`src/rtl/derq_pkg.sv`:
```
`timescale 1ns / 1ps
`default_nettype none
// ----------------------------------------------------------------------------
// derq_pkg
// Shared types and codes for the double-ended ring queue.
// ----------------------------------------------------------------------------
package derq_pkg;

    localparam int DATA_W    = 32;
    localparam int KIND_W    = 2;
    localparam int STATUS_W  = 2;
    localparam int COUNT_W   = 4;
    localparam int DEPTH_DEF = 8;

    typedef logic signed [DATA_W-1:0] data_t;
    typedef logic [KIND_W-1:0]        kind_t;
    typedef logic [STATUS_W-1:0]      status_t;
    typedef logic [COUNT_W-1:0]       count_t;

    // operation codes
    localparam kind_t KIND_PUSH_BACK  = 2'd0;
    localparam kind_t KIND_PUSH_FRONT = 2'd1;
    localparam kind_t KIND_POP_FRONT  = 2'd2;
    localparam kind_t KIND_POP_BACK   = 2'd3;

    // result status codes
    localparam status_t STAT_DONE  = 2'd0;
    localparam status_t STAT_FULL  = 2'd1;
    localparam status_t STAT_EMPTY = 2'd2;

    // store port strobes
    typedef struct packed {
        logic we;
        logic re;
    } mem_ctl_t;

endpackage
`default_nettype wire

```
`src/rtl/double_ended_ring_queue_top.sv`:
```
`timescale 1ns / 1ps
`default_nettype none
// ----------------------------------------------------------------------------
// double_ended_ring_queue_top
// Double-ended queue over a circular element store of DEPTH entries.
// ----------------------------------------------------------------------------
// Each request carries an operation (push back, push front, pop front, pop
// back) and a data word, and yields exactly one result: status (done, full,
// empty), the popped word, the count after the operation, and the words now
// at the front and back (zero when empty). Refused requests leave the queue
// unchanged. The accept cycle updates pointers, count and the end-value
// registers and issues the store access; the resolve state then takes the
// new end element from the registered synchronous read of the store and loads
// the result register once that register is free. One request is in work
// at a time; a new one is taken as soon as the previous has been loaded
// into the result register, even if that result is still waiting for
// out_ready. The store needs no clearing after reset, since only live
// entries are ever read. Count is reported in 4 bits, so with DEPTH above
// 15 it is the held count modulo 16.
// ----------------------------------------------------------------------------
module double_ended_ring_queue_top #(
    parameter int DEPTH = derq_pkg::DEPTH_DEF
) (
    input  wire logic              clk,
    input  wire logic              rst_n,
    input  wire logic              in_valid,
    output logic                   in_ready,
    input  wire derq_pkg::kind_t   kind,
    input  wire derq_pkg::data_t   data,
    output logic                   out_valid,
    input  wire logic              out_ready,
    output derq_pkg::status_t      status,
    output derq_pkg::data_t        popped_value,
    output derq_pkg::count_t       count,
    output derq_pkg::data_t        front_value,
    output derq_pkg::data_t        back_value
);
    import derq_pkg::*;

    // store address width; DEPTH runs from 2 to 1024
    localparam int AW = $clog2(DEPTH);

    mem_ctl_t      mem_ctl;
    logic [AW-1:0] mem_waddr;
    logic [AW-1:0] mem_raddr;
    data_t         mem_wdata;
    data_t         mem_rdata;

    // pointers, count, end values and the result register
    derq_ctrl #(
        .DEPTH (DEPTH),
        .AW    (AW)
    ) u_ctrl (
        .clk          (clk),
        .rst_n        (rst_n),
        .in_valid     (in_valid),
        .in_ready     (in_ready),
        .kind         (kind),
        .data         (data),
        .out_valid    (out_valid),
        .out_ready    (out_ready),
        .status       (status),
        .popped_value (popped_value),
        .count        (count),
        .front_value  (front_value),
        .back_value   (back_value),
        .mem_ctl      (mem_ctl),
        .mem_waddr    (mem_waddr),
        .mem_wdata    (mem_wdata),
        .mem_raddr    (mem_raddr),
        .mem_rdata    (mem_rdata)
    );

    // element store: pushes write, pops read the new end element
    derq_mem #(
        .DEPTH (DEPTH),
        .AW    (AW)
    ) u_mem (
        .clk   (clk),
        .ctl   (mem_ctl),
        .waddr (mem_waddr),
        .wdata (mem_wdata),
        .raddr (mem_raddr),
        .rdata (mem_rdata)
    );

endmodule
`default_nettype wire

```
`src/rtl/derq_mem.sv`:
```
`timescale 1ns / 1ps
`default_nettype none
// ----------------------------------------------------------------------------
// derq_mem
// Element store: one write port, one read port, registered read data.
// ----------------------------------------------------------------------------
module derq_mem #(
    parameter int DEPTH = derq_pkg::DEPTH_DEF,
    parameter int AW    = $clog2(DEPTH)
) (
    input  wire logic              clk,
    input  wire derq_pkg::mem_ctl_t ctl,
    input  wire logic [AW-1:0]     waddr,
    input  wire derq_pkg::data_t   wdata,
    input  wire logic [AW-1:0]     raddr,
    output derq_pkg::data_t        rdata
);
    import derq_pkg::*;

    data_t slots_reg [DEPTH];
    data_t rdata_reg;

    always_ff @(posedge clk)
    begin
        if (ctl.we)
        begin
            slots_reg[waddr] <= wdata;
        end
        if (ctl.re)
        begin
            rdata_reg <= slots_reg[raddr];
        end
    end

    assign rdata = rdata_reg;

endmodule
`default_nettype wire

```
`src/rtl/derq_ctrl.sv`:
```
`timescale 1ns / 1ps
`default_nettype none
// ----------------------------------------------------------------------------
// derq_ctrl
// Pointer, count and end-value tracking, store access and result register.
// ----------------------------------------------------------------------------
module derq_ctrl #(
    parameter int DEPTH = derq_pkg::DEPTH_DEF,
    parameter int AW    = $clog2(DEPTH)
) (
    input  wire logic               clk,
    input  wire logic               rst_n,
    input  wire logic               in_valid,
    output logic                    in_ready,
    input  wire derq_pkg::kind_t    kind,
    input  wire derq_pkg::data_t    data,
    output logic                    out_valid,
    input  wire logic               out_ready,
    output derq_pkg::status_t       status,
    output derq_pkg::data_t         popped_value,
    output derq_pkg::count_t        count,
    output derq_pkg::data_t         front_value,
    output derq_pkg::data_t         back_value,
    output derq_pkg::mem_ctl_t      mem_ctl,
    output logic [AW-1:0]           mem_waddr,
    output derq_pkg::data_t         mem_wdata,
    output logic [AW-1:0]           mem_raddr,
    input  wire derq_pkg::data_t    mem_rdata
);
    import derq_pkg::*;

    localparam int CW = $clog2(DEPTH + 1);
    localparam logic [AW-1:0] LAST_IDX = AW'(DEPTH - 1);
    localparam logic [CW-1:0] FULL_CNT = CW'(DEPTH);
    localparam logic [CW-1:0] ONE_CNT  = CW'(1);

    localparam logic [0:0] ST_IDLE    = 1'b0;
    localparam logic [0:0] ST_RESOLVE = 1'b1;

    // which end value waits on the store read
    localparam logic [1:0] FIX_NONE  = 2'd0;
    localparam logic [1:0] FIX_FRONT = 2'd1;
    localparam logic [1:0] FIX_BACK  = 2'd2;

    function automatic logic [AW-1:0] idx_next(input logic [AW-1:0] i);
        return (i == LAST_IDX) ? '0 : i + AW'(1);
    endfunction

    function automatic logic [AW-1:0] idx_prev(input logic [AW-1:0] i);
        return (i == '0) ? LAST_IDX : i - AW'(1);
    endfunction

    logic [0:0]    state_reg, state_next;
    logic [AW-1:0] head_reg, head_next;
    logic [AW-1:0] tail_reg, tail_next;
    logic [CW-1:0] held_reg, held_next;
    data_t         front_reg, front_next;
    data_t         back_reg, back_next;
    logic          out_valid_reg, out_valid_next;

    status_t       pend_status_reg, pend_status_next;
    data_t         pend_popped_reg, pend_popped_next;
    logic [1:0]    pend_fix_reg, pend_fix_next;

    status_t       status_reg;
    data_t         popped_reg;
    count_t        count_reg;
    data_t         front_out_reg;
    data_t         back_out_reg;

    logic          accept;
    logic          load;
    logic          is_full;
    logic          is_empty;
    logic [AW-1:0] tail_prev;
    data_t         front_res;
    data_t         back_res;

    assign in_ready  = (state_reg == ST_IDLE);
    assign accept    = in_valid && in_ready;
    assign load      = (state_reg == ST_RESOLVE) && (!out_valid_reg || out_ready);
    assign is_full   = (held_reg == FULL_CNT);
    assign is_empty  = (held_reg == '0);
    assign tail_prev = idx_prev(tail_reg);

    assign front_res = (pend_fix_reg == FIX_FRONT) ? mem_rdata : front_reg;
    assign back_res  = (pend_fix_reg == FIX_BACK)  ? mem_rdata : back_reg;

    always_comb
    begin
        state_next       = state_reg;
        head_next        = head_reg;
        tail_next        = tail_reg;
        held_next        = held_reg;
        front_next       = front_reg;
        back_next        = back_reg;
        out_valid_next   = out_valid_reg;
        pend_status_next = pend_status_reg;
        pend_popped_next = pend_popped_reg;
        pend_fix_next    = pend_fix_reg;
        mem_ctl          = '0;
        mem_waddr        = tail_reg;
        mem_wdata        = data;
        mem_raddr        = head_reg;

        if (out_valid_reg && out_ready)
        begin
            out_valid_next = 1'b0;
        end

        if (accept)
        begin
            state_next       = ST_RESOLVE;
            pend_status_next = STAT_DONE;
            pend_popped_next = '0;
            pend_fix_next    = FIX_NONE;
            unique case (kind)
                KIND_PUSH_BACK:
                begin
                    if (is_full)
                    begin
                        pend_status_next = STAT_FULL;
                    end
                    else
                    begin
                        mem_ctl.we = 1'b1;
                        mem_waddr  = tail_reg;
                        tail_next  = idx_next(tail_reg);
                        held_next  = held_reg + ONE_CNT;
                        back_next  = data;
                        if (is_empty)
                        begin
                            front_next = data;
                        end
                    end
                end
                KIND_PUSH_FRONT:
                begin
                    if (is_full)
                    begin
                        pend_status_next = STAT_FULL;
                    end
                    else
                    begin
                        mem_ctl.we = 1'b1;
                        mem_waddr  = idx_prev(head_reg);
                        head_next  = idx_prev(head_reg);
                        held_next  = held_reg + ONE_CNT;
                        front_next = data;
                        if (is_empty)
                        begin
                            back_next = data;
                        end
                    end
                end
                KIND_POP_FRONT:
                begin
                    if (is_empty)
                    begin
                        pend_status_next = STAT_EMPTY;
                    end
                    else
                    begin
                        pend_popped_next = front_reg;
                        head_next        = idx_next(head_reg);
                        held_next        = held_reg - ONE_CNT;
                        if (held_reg == ONE_CNT)
                        begin
                            front_next = '0;
                            back_next  = '0;
                        end
                        else
                        begin
                            mem_ctl.re    = 1'b1;
                            mem_raddr     = idx_next(head_reg);
                            pend_fix_next = FIX_FRONT;
                        end
                    end
                end
                KIND_POP_BACK:
                begin
                    if (is_empty)
                    begin
                        pend_status_next = STAT_EMPTY;
                    end
                    else
                    begin
                        pend_popped_next = back_reg;
                        tail_next        = tail_prev;
                        held_next        = held_reg - ONE_CNT;
                        if (held_reg == ONE_CNT)
                        begin
                            front_next = '0;
                            back_next  = '0;
                        end
                        else
                        begin
                            mem_ctl.re    = 1'b1;
                            mem_raddr     = idx_prev(tail_prev);
                            pend_fix_next = FIX_BACK;
                        end
                    end
                end
                default:
                begin
                    pend_status_next = STAT_DONE;
                end
            endcase
        end

        if (load)
        begin
            state_next     = ST_IDLE;
            front_next     = front_res;
            back_next      = back_res;
            out_valid_next = 1'b1;
        end
    end

    always_ff @(posedge clk or negedge rst_n)
    begin
        if (!rst_n)
        begin
            state_reg     <= ST_IDLE;
            head_reg      <= '0;
            tail_reg      <= '0;
            held_reg      <= '0;
            front_reg     <= '0;
            back_reg      <= '0;
            out_valid_reg <= 1'b0;
            pend_fix_reg  <= FIX_NONE;
        end
        else
        begin
            state_reg     <= state_next;
            head_reg      <= head_next;
            tail_reg      <= tail_next;
            held_reg      <= held_next;
            front_reg     <= front_next;
            back_reg      <= back_next;
            out_valid_reg <= out_valid_next;
            pend_fix_reg  <= pend_fix_next;
        end
    end

    // payload registers
    always_ff @(posedge clk)
    begin
        pend_status_reg <= pend_status_next;
        pend_popped_reg <= pend_popped_next;
        if (load)
        begin
            status_reg    <= pend_status_reg;
            popped_reg    <= pend_popped_reg;
            count_reg     <= COUNT_W'(held_reg);
            front_out_reg <= front_res;
            back_out_reg  <= back_res;
        end
    end

    assign out_valid    = out_valid_reg;
    assign status       = status_reg;
    assign popped_value = popped_reg;
    assign count        = count_reg;
    assign front_value  = front_out_reg;
    assign back_value   = back_out_reg;

endmodule
`default_nettype wire

```
`config.mk`:
```
export PLATFORM = sky130hd
export DESIGN_NAME = double_ended_ring_queue_top
export DESIGN_NICKNAME = d
export VERILOG_FILES = /design/src/rtl/derq_pkg.sv /design/src/rtl/double_ended_ring_queue_top.sv /design/src/rtl/derq_mem.sv /design/src/rtl/derq_ctrl.sv
export SDC_FILE = /design/constraint.sdc
export NUM_CORES = 1
export LEC_CHECK = 0
export BUFFER_PORTS_ARGS = -buffer_cell sky130_fd_sc_hd__buf_4
export CAP_MARGIN = 10
export CORE_AREA = 2 2 242 220
export CTS_BUF_LIST = sky130_fd_sc_hd__clkbuf_16
export DETAILED_ROUTE_END_ITERATION = 16
export DIE_AREA = 0 0 244 222
export MAX_ROUTING_LAYER = met4
export SLEW_MARGIN = 0
export SYNTH_ARGS = -nofsm -noshare
export SYNTH_HDL_FRONTEND = slang
export SYNTH_SLANG_ARGS = --single-unit
```
`constraint.sdc`:
```
create_clock -name clk -period 4.03 [get_ports clk]
set_input_delay 0.403 -clock clk [delete_from_list [all_inputs] [get_ports clk]]
set_output_delay 0.403 -clock clk [all_outputs]
set_load 0.01 [all_outputs]
```
Word-level counts from Yosys, hierarchy flattened
Memory sizes are Yosys's and may differ from the RTL's. A register that Yosys moved wholly into a read port is not among the register bits.
Index checks and enable logic that the tools add are counted.
W data, S select, Z words.
{"block": "classes", "addsub": 7, "n_mux": 59, "bitwise_logic": 1, "reduce_logical": 21, "eq_ne": 21}
{"op": "$mux W32", "n": 13}
{"op": "$pmux W32 S3", "n": 2}
{"op": "$pmux W32 S2", "n": 1}
{"op": "$mux W3", "n": 17}
{"op": "$pmux W3 S2", "n": 3}
{"op": "$mux W1", "n": 13}
{"op": "$ne A2 B2 Y1 const B", "n": 6}
{"op": "$reduce_and A6 Y1", "n": 2}
{"op": "$mux W2", "n": 5}
{"op": "$logic_not A3 Y1", "n": 3}
{"op": "$ne A3 B1 Y1 const B", "n": 3}
{"op": "$ne A3 B2 Y1 const B", "n": 3}
{"op": "$sub A3 B1 Y3 const B", "n": 3}
{"op": "$mux W4", "n": 2}
{"op": "$pmux W2 S2", "n": 2}
{"op": "$pmux W4 S2", "n": 1}
{"op": "$reduce_and A4 Y1", "n": 2}
{"op": "$reduce_bool A2 Y1", "n": 4}
{"op": "$add A3 B1 Y3 const B", "n": 2}
{"op": "$eq A2 B2 Y1 const B", "n": 3}
{"op": "$eq A3 B3 Y1 const B", "n": 2}
{"op": "$add A4 B1 Y4 const B", "n": 1}
{"op": "$eq A2 B1 Y1 const B", "n": 2}
{"op": "$eq A4 B1 Y1 const B", "n": 1}
{"op": "10 further kinds", "n": 13}
{"block": "word_totals", "n_memories": 1, "wordCells": 125, "ramBits": 256, "register_bits": 214, "inputBits": 38}
{"name": "u_mem.slots_reg", "words": 8, "word_bits": 32, "rd": 1, "rd_ports_with_merged_regs": 1, "wr": 1, "line": "derq_mem.sv:20", "rtl": "data_t slots_reg [DEPTH];"}

Logic depth before layout (Yosys ltp)
Gate-level depths: netlist of run 1.
{"block": "depth", "depth_word": 8, "mapped_depth": 13, "mapped_depth_nobuf": 10}

Cells and area by module
A second synthesis of run 1 with hierarchy kept.
{"block": "hier_totals", "hier_cells": 1115, "area_unflattened_um2": 20482.1}
{"mod": "derq_mem", "cells_each": 415, "n_inst": 1, "area_per_inst_um2": 10786.6, "seq_area_each_um2": 8648.3}
{"mod": "derq_ctrl", "cells_each": 700, "n_inst": 1, "area_per_inst_um2": 9695.5, "seq_area_each_um2": 6035.8}

Worst setup path before layout of run 1
Ideal clock, no wire load.
{"block": "synth_timing", "kind": "reg2reg", "startpoint": "reg u_ctrl.held_reg[0]", "endpoint": "mem u_mem.slots_reg[0][0] (netlist bit) (enable)", "arrival_ns": 3.843, "period_less_slack_ns": 4.304, "required_time_ns": 3.569, "path_stages_with_launch": 9, "setup_slack_ns": -0.274, "cell_sequence": "dfrtp_1 inv_1 ha_1 and3b_1 clkbuf_1 nor2_1 nand2_1 mux2_2 nor3_1"}
{"block": "synth_via", "elab_chain_len": 6}
{"element": "from (decl)", "line": "derq_ctrl.sv:56", "rtl": "logic [CW-1:0] held_reg, held_next;"}
{"element": "from (signal assigned)", "line": "derq_ctrl.sv:238", "rtl": "held_reg <= held_next;"}
{"element": "$eq A4 B4 Y1 *", "line": "derq_ctrl.sv:82", "rtl": "assign is_full = (held_reg == FULL_CNT);"}
{"element": "$mux W1", "line": "derq_ctrl.sv:120, derq_ctrl.sv:139"}
{"element": "$mux W1"}
{"element": "$mux W2", "line": "derq_ctrl.sv:111", "rtl": "if (accept)"}
{"element": "$mux W1", "line": "derq_mem.sv:25", "rtl": "if (ctl.we)"}
{"element": "$mux W1 (not written as such)", "line": "derq_mem.sv:27", "rtl": "slots_reg[waddr] <= wdata;"}
{"element": "to (decl)", "line": "derq_mem.sv:20"}
Mark *: on every way between the ends. The rest lies on a longest branch, timed or not.

==> flow_summary.ini, run 1 <==
[run_status]
status = finished, final reports clean

[pwr]
ir_worst_vdd_mv = 0.670
power_density_nw_per_um2 = 742
total_power_mw = 17.7
p_leak_nw = 9.13

[global_route]
grt_max_degree = 129
antenna_found_initial = 5
first_global_vias = 11300
grt_pass1_wl_mm = 70.8
grt.overflow.total = 0
track_usage_pct = 17.8

[worst_setup_path]
worst_path_most_repeated_cell = buf_4
path_cells = inv_1 > ha_1 > or2_1 > a211oi_4 > buf_4 > mux2i_4 > buf_4 > mux2_2
path_buf_inv = 3
path_class = flip-flop to flip-flop
crit_path_end_kind = flip-flop
worstPathRequired_ns = 4.36
r2r-start = u_ctrl.held_reg[0]
slowest_delay_ns = 0.61
cp-start-kind = flip-flop
rrSetupSlack_ns = 0.49
worstRegToRegCells = 8
startpoint = u_ctrl.held_reg[0]
critical_path.slowest_cell = buf_4
crit_fanout = 34
cp_top_family = buffers and inverters
crit_arrival_ns = 3.87
r2r_end = u_mem.rdata[30]

[sta]
slew_viol_final = 0
fin_crit_ns = 3.54
clock_skew_ns = 0.0231
hold_viol_final = 0
final.setup.worst_slack_ns = 0.490
worstMarginPinSlew_ns = 1.03
rsz0062_at_grt = no
setup_viol = 0
timing.hold.ws_ns = 0.0555
fmax_ghz = 0.282
relSlewSlack_pct = 31.5
finalCritPeriodShare_pct = 87.8

[placed_design]
place.gp.congestion = 0.805
hpwl_mm = 27.8
dp_slack_ns = 0.484
port_buffers = 141
placed_cells = 2076

[min_path]
hold_end = u_mem.slots_reg[1][13]
hp-class = input pin to flip-flop
hold_depth = 1
min-delay-start = data[13]

[synthesis]
postSynthCellCount = 1297
ys_async_sr_fraction_pct = 15.5
synth_top_cells_by_area = edfxtp_1 62%, dfrtp_1 9.5%, mux2i_1 9.5%, mux2_2 5.3%, nor2_1 2.6%
netlist.top_cell.by_area = edfxtp_1
synth_seq_cells = 502
synthDistinctLibCells = 46
synth_ff_type = edfxtp_1
synthesis.area_um2 = 20500
synth_seq_area_share_pct = 71.6
yosysTopAreaCellShare_pct = 62.1
synth_nets = 1351
synth_area_per_cell_um2 = 15.8
synth-edff-count = 424
ys_warn_count = 0

[cells_and_area]
syn2layout_area_growth_pct = 16.5
n_fill_cell = 4452
fin_cells = 2175
fin_util_pct = 46.4
nets = 1495
drive_gt1_share_pct = 23.8
largest_reg_flops = 256

[clocking]
numCtsBuffers = 50
root_buffer = clkbuf_16
cts_tree = built
postCtsResizedCells = 0
clock_sinks = 502
clockBufferDepth = 3
htreeDepth = 2
clk_pin_slew_ns = 0.06
clock_latency_ns = 0.59

[die]
start_util_pct = 39.8
dieArea_um2 = 54200
core-area_um2 = 51500
num_io_pins = 142
dieWidth_um = 244
fp.dieH_um = 222
rows = 79

[routing]
wirelength_mm = 47.3
postRouteAntennaNets = 0
drt_iter0_markers = 1074
drc_errors = 0
dr.pass1.iters = 5
via_per_inst = 5.21
routedWlPerCell_um = 21.7
vias = 11300

[job]
max_cap_violations = 0
==> metal layers <==
layer	routed length, um	share of wire, %	GRT usage [%]
met3	3180	6.7	3.57
met5	0	0	-
met2	20900	44	25.8
met4	1100	2.3	5.59
met1	22100	47	25.3
==> cell families (layout without fill, tap and decap cells) <==
logic type	Yosys count	count (layout)	synth area share, %
buf+inv	89	274	2.27
other cells	0	5	0
flops	502	502	71.6
compound gates	169	169	5.61
mux	292	292	14.8
fa+ha+maj	16	16	0.976
xor+xnor	4	4	0.171
simple gates	225	225	4.51
==> metrics by stage <==
stage	TNS, ns	cell area [um2]
2_1_floorplan	-17.43	20500
4_1_cts	0	23900
3_5_place_dp	0	22400
6_report	0	23900
3_3_place_gp	0	22400
5_1_grt	0	23900
==> cell usage after synthesis, drive strengths merged (3+ instances only) <==
master and n:
nand2 50, inv 12, a22oi 32, clkbuf 38, nand2b 4, mux2i 195
o21ai 12, buf 38, ha 16, mux2 97, dfrtp 78, a21oi 78
nor3 6, and2 6, nand3 3, a221o 32, nor2 143, a22o 3
edfxtp 424
==> area by class of cell <==
cell class	count	area, um2	share of cell area, %
repair buffers	168	1310	5.50
diodes	5	12.5	0.0524
well taps	688	861	3.61
clock inverters	43	206	0.865
inverters	13	51.3	0.215
clock buffers	50	1250	5.24
multi-input cells	706	5500	23.0
flip-flops and latches	502	14700	61.5
==> timing repair <==
action | in CTS | in global routing
hold buffers | 1 | 0
hold endpoints to repair | 58 | 0
buffers inserted | 0 | 0
==> power by group <==
group	leakage, nW	total [mW]	internal [mW]	switching (mW)
clock	0.773	4.14	2.25	1.89
sequential	4.84	7.70	7.12	0.583
combinational	3.52	5.88	2.64	3.24
total	9.13	17.7	12.0	5.71
==> worst max-delay path by stage <==
stage / endpoint / slack [ns] / cells after the start
CTS: u_mem.rdata[24] / 0.48 / 8
detailed placement: u_mem.rdata[16] / 0.48 / 8
finish: u_mem.rdata[30] / 0.49 / 8
floorplan: u_mem.slots_reg[0][0] / -0.27 / 8
global placement: u_mem.rdata[6] / 0.55 / 8
global route: u_mem.rdata[7] / 0.25 / 10
==> placed cells by master, fill, tap and decap left out, drive strengths merged, types with 5 or more instances in the layout <==
cell type / n
a21oi: 78
a221o: 32
a22oi: 32
and2: 6
buf: 167
clkbuf: 50
clkinv: 25
dfrtp: 78
diode: 5
edfxtp: 424
ha: 16
inv: 29
mux2: 97
mux2i: 195
nand2: 50
nor2: 143
nor3: 6
o21ai: 12
==> worst reg2reg max path: cells and delay by family, from the launching register on <==
family	cells	cell delay, ns
AOI/OAI and AO/OA	1	0.35
adders and majority gates	1	0.26
and+or+nand+nor	1	0.29
DFF	1	0.47
muxes	2	0.75
buffers and inverters	3	1.18
Power figures use the tool's default switching activity.
==> inputs of run 2 (changes only) <==
--- a/config.mk
+++ b/config.mk
@@ -12,6 +12,7 @@
 export DETAILED_ROUTE_END_ITERATION = 16
 export DIE_AREA = 0 0 244 222
 export MAX_ROUTING_LAYER = met4
+export RECOVER_POWER = 50
 export SLEW_MARGIN = 0
 export SYNTH_ARGS = -nofsm -noshare
 export SYNTH_HDL_FRONTEND = slang
==> run 2 against run 1 <==
  * The run now ends with max-capacitance violations, max-slew violations left
  * Global-route usage did not move
  * Total power fell by 2.0%
  * Combinational power fell by 6.0%
  * Register-to-register slack got worse by 0.03 ns
  * Via count rose by 0.38%
  * Wire length rose by 0.15%
  * Clock skew fell by 0.00055 ns
  * Critical path depth did not move
  * Die area did not move
  * Hold slack improved by 0.0083 ns
  * Sequential cell count did not move
  * Non-clock buffer count did not move
  * Critical path type unchanged
  * Critical endpoint is now u_mem.rdata[16]
==> flow_summary.ini, run 2 (synthesis gave the netlist of run 1 again) <==
[sta]
setup_viol = 0
slew_viol_final = 60
finalCritPeriodShare_pct = 88.7
relSlewSlack_pct = -10.9
rsz0062_at_grt = no
tns_ns = 0
final.setup.worst_slack_ns = 0.457
clock_skew_ns = 0.0226
hold_viol_final = 0
fmax_ghz = 0.280
worstMarginPinSlew_ns = 1.66
timing.hold.ws_ns = 0.0638
fin_crit_ns = 3.57

[global_route]
grt.overflow.total = 0
use_met2_pct = 25.8
met1_usage_pct = 25.3
grt_pass1_wl_mm = 70.8
antenna_found_initial = 5
first_global_vias = 11300
track_usage_pct = 17.8
grt_max_degree = 129
busiest_layer = met2
met3_usage_pct = 3.57

[worst_setup_path]
startpoint = u_ctrl.held_reg[0]
cp-start-kind = flip-flop
path_class = flip-flop to flip-flop
rrSetupSlack_ns = 0.46
worstRegToRegCells = 8
r2r-start = u_ctrl.held_reg[0]
crit_path_end_kind = flip-flop
crit_fanout = 34
endpoint = u_mem.rdata[16]
crit_arrival_ns = 3.91
worstPathRequired_ns = 4.37
r2r_end = u_mem.rdata[16]

[die]
start_util_pct = 39.8
rows = 79
num_io_pins = 142
dieWidth_um = 244
core-area_um2 = 51500
fp.dieH_um = 222
dieArea_um2 = 54200

[min_path]
hold_depth = 3
hp-class = input pin to flip-flop

[routing]
routedWlPerCell_um = 21.8
drt_iter0_markers = 1108
postRouteAntennaNets = 0
dr.pass1.iters = 5
via_per_inst = 5.23
drc_errors = 0
vias = 11400
wirelength_mm = 47.3

[placed_design]
place_area_um2 = 22400
dp_slack_ns = 0.484
placed_cells = 2076
place.gp.congestion = 0.805
hpwl_mm = 27.8
port_buffers = 141

[clocking]
postCtsResizedCells = 0
clock_sinks = 502
htreeDepth = 2
clockBufferDepth = 3
clk_pin_slew_ns = 0.06
post-cts-setup-buffers = 0
clock_latency_ns = 0.59
numCtsBuffers = 50
root_buffer = clkbuf_16
cts_tree = built

[cells_and_area]
largest_reg_flops = 256
nets = 1495
final_cell_mix = 424 x edfxtp_1, 193 x mux2i_1, 138 x nor2_1
fin_cells = 2175
final_cell_area_um2 = 23400
final_common_cell = edfxtp_1
drive_gt1_share_pct = 14.0
syn2layout_area_growth_pct = 13.9
fin_util_pct = 45.4

[job]
max_cap_violations = 1

[run_status]
violations = max-capacitance violations, max-slew violations
status = complete, but fails checks

[pwr]
ir_worst_vdd_mv = 0.674
power_density_nw_per_um2 = 744
total_power_mw = 17.4
p_leak_nw = 8.64
==> run 2: cell count changes in the layout (fill, tap and decap cells not counted), moves of 2 or more <==
cell and change:
and2_0 +2, buf_4 -138, clkbuf_1 +137, and2_1 -2, mux2_1 +6, mux2_2 -6
==> run 2: cell type report <==
cell class	count	area, um2
fillers	4583	28100
flip-flops and latches	502	14700
multi-input cells	706	5490
clock buffers	50	1250
well taps	688	861
repair buffers	168	797
clock inverters	43	206
inverters	13	51.3
diodes	5	12.5
==> run 2: routing by layer <==
layer	up-vias	part of all wire, %
met5	-	0
met4	0	2.1
met3	70	7.0
met1	5725	47
li1	5224	-
met2	364	44
==> run 2: power breakdown <==
group | switching (mW) | leakage [nW] | internal [mW]
Sequential | 0.574 | 4.84 | 7.12
Clock | 1.89 | 0.773 | 2.25
Combinational | 3.25 | 3.02 | 2.28
Total | 5.72 | 8.64 | 11.6
==> run 2: worst min path at each step <==
| stage | slack (ns) | start | end |
|---|---|---|---|
| after global placement | 0.40 | u_ctrl.pend_popped_reg[8] | u_ctrl.popped_value[8] |
| after floorplan | 0.11 | rst_n | u_ctrl.back_reg[0] |
| after global routing | 0.08 | in_valid | u_ctrl.state_reg |
| after CTS | 0.02 | data[10] | u_mem.slots_reg[2][10] |
| final | 0.06 | in_valid | u_ctrl.state_reg |
| after detailed placement | 0.40 | u_ctrl.pend_popped_reg[4] | u_ctrl.popped_value[4] |
==> run 2: what timing repair did <==
action / in CTS / in global routing
hold endpoints to repair: 58 / 0
hold buffers: 1 / 0
endpoints found under the setup margin: 0 / 0
==> run 2: worst max-delay path, cell delays in order (launching register included) <==
cell and delay, ns:
dfrtp_1 0.47, inv_1 0.07, ha_1 0.26, or2_0 0.31, a211oi_4 0.36, buf_4 0.60
mux2i_4 0.32, buf_4 0.50, mux2_2 0.41
